<file path="src/rtl/mmss_pkg.sv">
// Shared types and constants for the max-min spacing search block.
package mmss_pkg;

  localparam int POS_W = 30;
  localparam int PC_W  = 11;
  localparam logic [PC_W-1:0] PC_RESET = 11'd2;

  typedef enum logic [3:0] {
    OP_NONE,
    OP_LOAD,
    OP_CLEAR,
    OP_SORT_SEL,
    OP_SORT_V,
    OP_SORT_RDJ,
    OP_SORT_SHIFT,
    OP_SORT_INS,
    OP_SPAN_RD0,
    OP_SPAN_RDN,
    OP_SPAN_SET,
    OP_TRIAL,
    OP_SCAN_RD,
    OP_SCAN_CHK,
    OP_EVAL
  } op_t;

  typedef struct packed {
    op_t  op;
  } cmd_t;

  typedef struct packed {
    logic i_done;
    logic gt;
    logic j_one;
    logic k_done;
    logic empty;
    logic feasible;
  } stat_t;

  typedef enum logic [3:0] {
    ST_LOAD,
    ST_SORT_I,
    ST_SORT_V,
    ST_SORT_J,
    ST_SORT_C,
    ST_SORT_P,
    ST_SPAN0,
    ST_SPAN1,
    ST_SPAN2,
    ST_TRIAL,
    ST_SCAN_RD,
    ST_SCAN_CHK,
    ST_EVAL,
    ST_DONE
  } state_t;

endpackage

</file>
<file path="src/rtl/mmss_ctrl.sv">
// Controller: sequences load, sort, span setup and the binary search.
module mmss_ctrl (
  input  logic            clk,
  input  logic            rst_n,
  input  logic            in_valid,
  input  logic            in_last,
  output logic            in_ready,
  output logic            out_valid,
  input  logic            out_ready,
  input  mmss_pkg::stat_t stat,
  output mmss_pkg::cmd_t  cmd
);
  import mmss_pkg::*;

  state_t state_r, state_nxt;

  always_ff @(posedge clk) begin
    if (!rst_n) begin
      state_r <= ST_LOAD;
    end else begin
      state_r <= state_nxt;
    end
  end

  always_comb begin
    state_nxt = state_r;
    cmd.op    = OP_NONE;
    in_ready  = 1'b0;
    out_valid = 1'b0;
    unique case (state_r)
      ST_LOAD: begin
        in_ready = 1'b1;
        if (in_valid) begin
          cmd.op = OP_LOAD;
          if (in_last) state_nxt = ST_SORT_I;
        end
      end
      ST_SORT_I: begin
        if (stat.i_done) begin
          state_nxt = ST_SPAN0;
        end else begin
          cmd.op    = OP_SORT_SEL;
          state_nxt = ST_SORT_V;
        end
      end
      ST_SORT_V: begin
        cmd.op    = OP_SORT_V;
        state_nxt = ST_SORT_J;
      end
      ST_SORT_J: begin
        cmd.op    = OP_SORT_RDJ;
        state_nxt = ST_SORT_C;
      end
      ST_SORT_C: begin
        if (stat.gt) begin
          cmd.op    = OP_SORT_SHIFT;
          state_nxt = stat.j_one ? ST_SORT_P : ST_SORT_J;
        end else begin
          cmd.op    = OP_SORT_INS;
          state_nxt = ST_SORT_I;
        end
      end
      ST_SORT_P: begin
        cmd.op    = OP_SORT_INS;
        state_nxt = ST_SORT_I;
      end
      ST_SPAN0: begin
        cmd.op    = OP_SPAN_RD0;
        state_nxt = ST_SPAN1;
      end
      ST_SPAN1: begin
        cmd.op    = OP_SPAN_RDN;
        state_nxt = ST_SPAN2;
      end
      ST_SPAN2: begin
        cmd.op    = OP_SPAN_SET;
        state_nxt = ST_TRIAL;
      end
      ST_TRIAL: begin
        if (stat.empty) begin
          state_nxt = ST_DONE;
        end else begin
          cmd.op    = OP_TRIAL;
          state_nxt = ST_SCAN_RD;
        end
      end
      ST_SCAN_RD: begin
        if (stat.k_done) begin
          state_nxt = ST_EVAL;
        end else begin
          cmd.op    = OP_SCAN_RD;
          state_nxt = ST_SCAN_CHK;
        end
      end
      ST_SCAN_CHK: begin
        cmd.op    = OP_SCAN_CHK;
        state_nxt = ST_SCAN_RD;
      end
      ST_EVAL: begin
        cmd.op    = OP_EVAL;
        state_nxt = ST_TRIAL;
      end
      ST_DONE: begin
        out_valid = 1'b1;
        if (out_ready) begin
          cmd.op    = OP_CLEAR;
          state_nxt = ST_LOAD;
        end
      end
      default: state_nxt = ST_LOAD;
    endcase
  end
endmodule

</file>
<file path="config.mk">
export PLATFORM = sky130hd
export DESIGN_NAME = mmss_ctrl
export DESIGN_NICKNAME = d
export VERILOG_FILES = /design/src/rtl/mmss_pkg.sv /design/src/rtl/mmss_ctrl.sv
export SDC_FILE = /design/constraint.sdc
export NUM_CORES = 1
export LEC_CHECK = 0
export BUFFER_PORTS_ARGS = -buffer_cell sky130_fd_sc_hd__buf_2
export CELL_PAD_IN_SITES_DETAIL_PLACEMENT = 1
export CELL_PAD_IN_SITES_GLOBAL_PLACEMENT = 1
export CORE_MARGIN = 4
export CORE_UTILIZATION = 34
export CTS_BUF_LIST = sky130_fd_sc_hd__clkbuf_16
export DETAILED_ROUTE_END_ITERATION = 10
export PLACE_DENSITY_LB_ADDON = 0.12
export REMOVE_ABC_BUFFERS = 1
export SYNTH_ARGS = -nofsm -noshare
export SYNTH_HDL_FRONTEND = slang
export SYNTH_SLANG_ARGS = --single-unit
</file>
<file path="constraint.sdc">
create_clock -name clk -period 1.81 [get_ports clk]
set_input_delay 0.362 -clock clk [delete_from_list [all_inputs] [get_ports clk]]
set_output_delay 0.362 -clock clk [all_outputs]
set_load 0.05 [all_outputs]
</file>
======== After elaboration in Yosys (flattened, before gate mapping) ========
Index checks and enable logic that the tools add are counted.
word-level totals
  bits in registers ....................... 4
  input bits .............................. 11
  output and inout port bits .............. 6
  word-level logic and storage cells ...... 38
cells by class
  equality and inequality tests ........... 16
  mux-type cells .......................... 18
  reductions and logical operators ........ 3
operators by type and width
  kind                  count
  $pmux W4 S14          1
  $pmux W4 S13          1
  $eq A4 B4 Y1 const B  6
  $mux W4               5
  $eq A4 B3 Y1 const B  4
  $mux W3               5
  $eq A4 B2 Y1 const B  2
  $ne A2 B2 Y1 const B  3
  $eq A4 B1 Y1 const B  1
  $logic_not A4 Y1      1
  $mux W1               4
  $mux W2               2
  $reduce_and A3 Y1     1
  $reduce_or A2 Y1      1

======== Longest topological paths before layout ========
  depth after elaboration ................. 3
  mapped depth ............................ 6
  depth with buffers taken out ............ 4

======== Worst setup path before layout ========
No wires, ideal clock.
  path type ............................... register -> output
  start ................................... reg state_r[0]
  end ..................................... out cmd[1] in the netlist's numbering
  arrival time ............................ 1.891 ns
  required time ........................... 1.448 ns
  slack ................................... -0.443 ns
  cell stages (with the launch flop) ...... 6
  buffers on the path ..................... 2
  path through ............................ dfxtp_1 buf_6 buf_2 nand2_1 a211oi_1 a211oi_1
RTL lines
  item                      line             source
  start: declaration        mmss_ctrl.sv:15  state_t state_r, state_nxt;
  start signal: assignment  mmss_ctrl.sv:21  state_r <= state_nxt;
  end: declaration          mmss_ctrl.sv:11  output mmss_pkg::cmd_t cmd

==> results.txt <==
Outcome: complete, no violations
Worst-Skew Late Latency: 0.23 ns
P_sw: 0.345 mW
CTS sink count: 4
Wire per inst: 16.2 um
Post-layout min period: 1.75 ns
Die ar.: 0.00207 sq mm
Slew headroom: 80.9%
Final hold slack: 0.414 ns
Yosys reg bits: 4
Detailed Routing Iterations Pass 1: 4
Fill count: 175
Dpl hpwl: 1140 um
Largest net degree at the start of global routing: 16
Synth Instances: 70
Final nets: 101
Final total power: 0.863 mW
CTS root buf: clkbuf_16
Sequential share of power: 16.8%
First-iteration detailed-routing DRC count: 8
Critical path class: flip-flop to output port
Die height: 45.5 um
Number of distinct library cells after synthesis: 28
Initial antenna violation count: 0
CTS Hold Bufs: 0
DR vias/cell: 5.76
R2R Setup Slk: 0.54 ns
Post-Synthesis Cell Area: 479 sq um
Num CTS Buffers: 3
Mean post-synth cell area: 6.85 sq um
Max Clock Skew: 0.00264 ns
Final setup violation count: 0
Req. time, crit path: 1.45 ns
Cell-internal power: 0.518 mW
Vias in the first global route: 569
Vias: 593
Final Hold Violating Endpoints: 0
CTS tree: done
YS warnings: 0
Boundary Pins: 17
CTS H-Tree Depth: 1
Clock transition at path regs: 0.03 ns
FMAX: 571 MHz
Num rows: 13
Core box area: 0.00132 sq mm
Aggregate global routing overflow: 0
Die width: 45.5 um
Final Util: 50.0%
Crit path DAT: 1.39 ns
Maximum fanout along the worst path: 15
Setup TNS: 0 ns
Worst Setup End Kind: output port
Share of cells above drive strength 1: 35.2%
Least-Margin Pin Slew: 0.285 ns
DRC: 0
Initial cell density of the core: 36.4%
Antenna Cells: 0
Seq/Total Area, Yosys: 16.7%
Comb pwr share: 43.0%
Max cap viols: 0
Final WL: 1670 um
Hold Crit Class: primary input to flip-flop
Max FFs per register: 4
Critical path launch point type: flip-flop
Sw frac: 40.0%
Routed Antenna Nets: 0
IO Port Bufs: 15
Worst vdd rail ir drop: 0.000422 V
Total GRT Usage: 17.3%
Registers with the most flip-flops: state_r: 4 flops
P_leak: 0.282 nW
First-pass GRT wire length: 2620 um
Final Cycle Share: 96.7%
Clk network pwr share: 40.2%
Biggest register: state_r
Maximum root-to-sink buffer count: 2
Gpl congestion: 0.761
Layout area overhead: 37.6%
Slew Viols, Final: 0
Cell area power density: 1310 mW/mm^2
[worst paths after layout]
| check | startpoint | to | cells after the start |
|---|---|---|---|
| hold reg to reg | state_r[0] | state_r[3] | 2 |
| hold / removal | rst_n | state_r[0] | 2 |
| setup / recovery | state_r[2] | cmd[1] | 4 |
| setup reg to reg | state_r[0] | state_r[2] | 5 |
[synth_stat cells]
| master | count | area (sq um) |
|---|---|---|
| nand2_1 | 9 | 33.8 |
| nor2_1 | 8 | 30.0 |
| a21oi_1 | 6 | 30.0 |
| nand2b_1 | 5 | 31.3 |
| dfxtp_1 | 4 | 80.1 |
| o21ai_1 | 4 | 20.0 |
| a21boi_1 | 3 | 22.5 |
| buf_2 | 3 | 15.0 |
| a211oi_1 | 2 | 15.0 |
| a22o_1 | 2 | 17.5 |
| buf_4 | 2 | 15.0 |
| buf_6 | 2 | 22.5 |
| inv_1 | 2 | 7.51 |
| nand3_1 | 2 | 10.0 |
| o21ai_0 | 2 | 10.0 |
| o22ai_1 | 2 | 12.5 |
| a2bb2oi_1 | 1 | 8.76 |
| a31oi_1 | 1 | 6.26 |
| a41oi_1 | 1 | 8.76 |
| inv_2 | 1 | 3.75 |
| mux2i_1 | 1 | 10.0 |
| nand3b_1 | 1 | 7.51 |
| nand4b_1 | 1 | 8.76 |
| nor2b_4 | 1 | 13.8 |
| nor4_2 | 1 | 12.5 |
| o2111ai_1 | 1 | 8.76 |
| o311ai_1 | 1 | 8.76 |
| o32ai_1 | 1 | 8.76 |
[power groups by stage]
| stage | Combinational (mW) | Clock (mW) | Sequential (mW) |
|---|---|---|---|
| after CTS | 0.368 | 0.348 | 0.144 |
| after global routing | 0.402 | 0.353 | 0.150 |
| final | 0.371 | 0.346 | 0.145 |
| after global placement | 0.362 | 0 | 0.143 |
| after floorplan | 0.240 | 0 | 0.149 |
| after detailed placement | 0.366 | 0 | 0.143 |
[metal layers]
metal	track usage, %	up-vias	wire (um)
met5	0	-	0
met3	3.95	4	88
li1	-	291	-
met4	3.51	0	34
met2	29.2	21	814
met1	22.1	277	731
[area by class of cell]
cell class | instances | area, sq um | share of cell area, %
clock buffers | 3 | 75.1 | 11.4
multi-input cells | 56 | 335 | 50.9
repair buffers | 22 | 128 | 19.4
flip-flops and latches | 4 | 91.3 | 13.9
inverters | 3 | 11.3 | 1.71
well taps | 15 | 18.8 | 2.85
[kinds of logic (layout without fill, tap and decap cells)]
family          count (synthesis)  count (layout)  share of synthesized area [%]
compound gates                 27              27                           37.1
buf+inv                        10              28                           13.3
flops                           4               4                           16.7
mux                             1               1                           2.09
simple gates                   28              28                           30.8
[per-stage QoR]
step	instance area (sq um)	std cells	setup slack [ns]
2_1_floorplan	427	63	-0.439
3_3_place_gp	573	100	0.0972
3_5_place_dp	573	100	0.0595
4_1_cts	652	103	0.0310
5_1_grt	659	103	-0.00566
6_report	659	103	0.0601
[critical path, cell delays in order, from the launching register on]
cell      delay, ns
dfxtp_4        0.39
nor2_1         0.11
a211oi_1       0.06
a211oi_1       0.28
buf_2          0.32
[cells in the final DEF (no fill, tap or decap), types with 2 or more instances in the layout]
cell and n:
a211oi_1 2, nand3_1 2, nand2b_1 5, nand2_1 9, a21oi_1 6, o22ai_1 2
clkbuf_16 3, dfxtp_4 3, o21ai_1 4, nor2_1 8, o21ai_0 2, inv_1 2
a21boi_1 3, a22o_1 2, buf_2 15, buf_4 7
[repair_timing]
item / CTS / global route
gates cloned: 0 / 0
resized for setup: 3 / 3
buffers inserted: 0 / 0
endpoints found under the setup margin: 5 / 3
No activity file was read; power rests on OpenSTA's default activity.
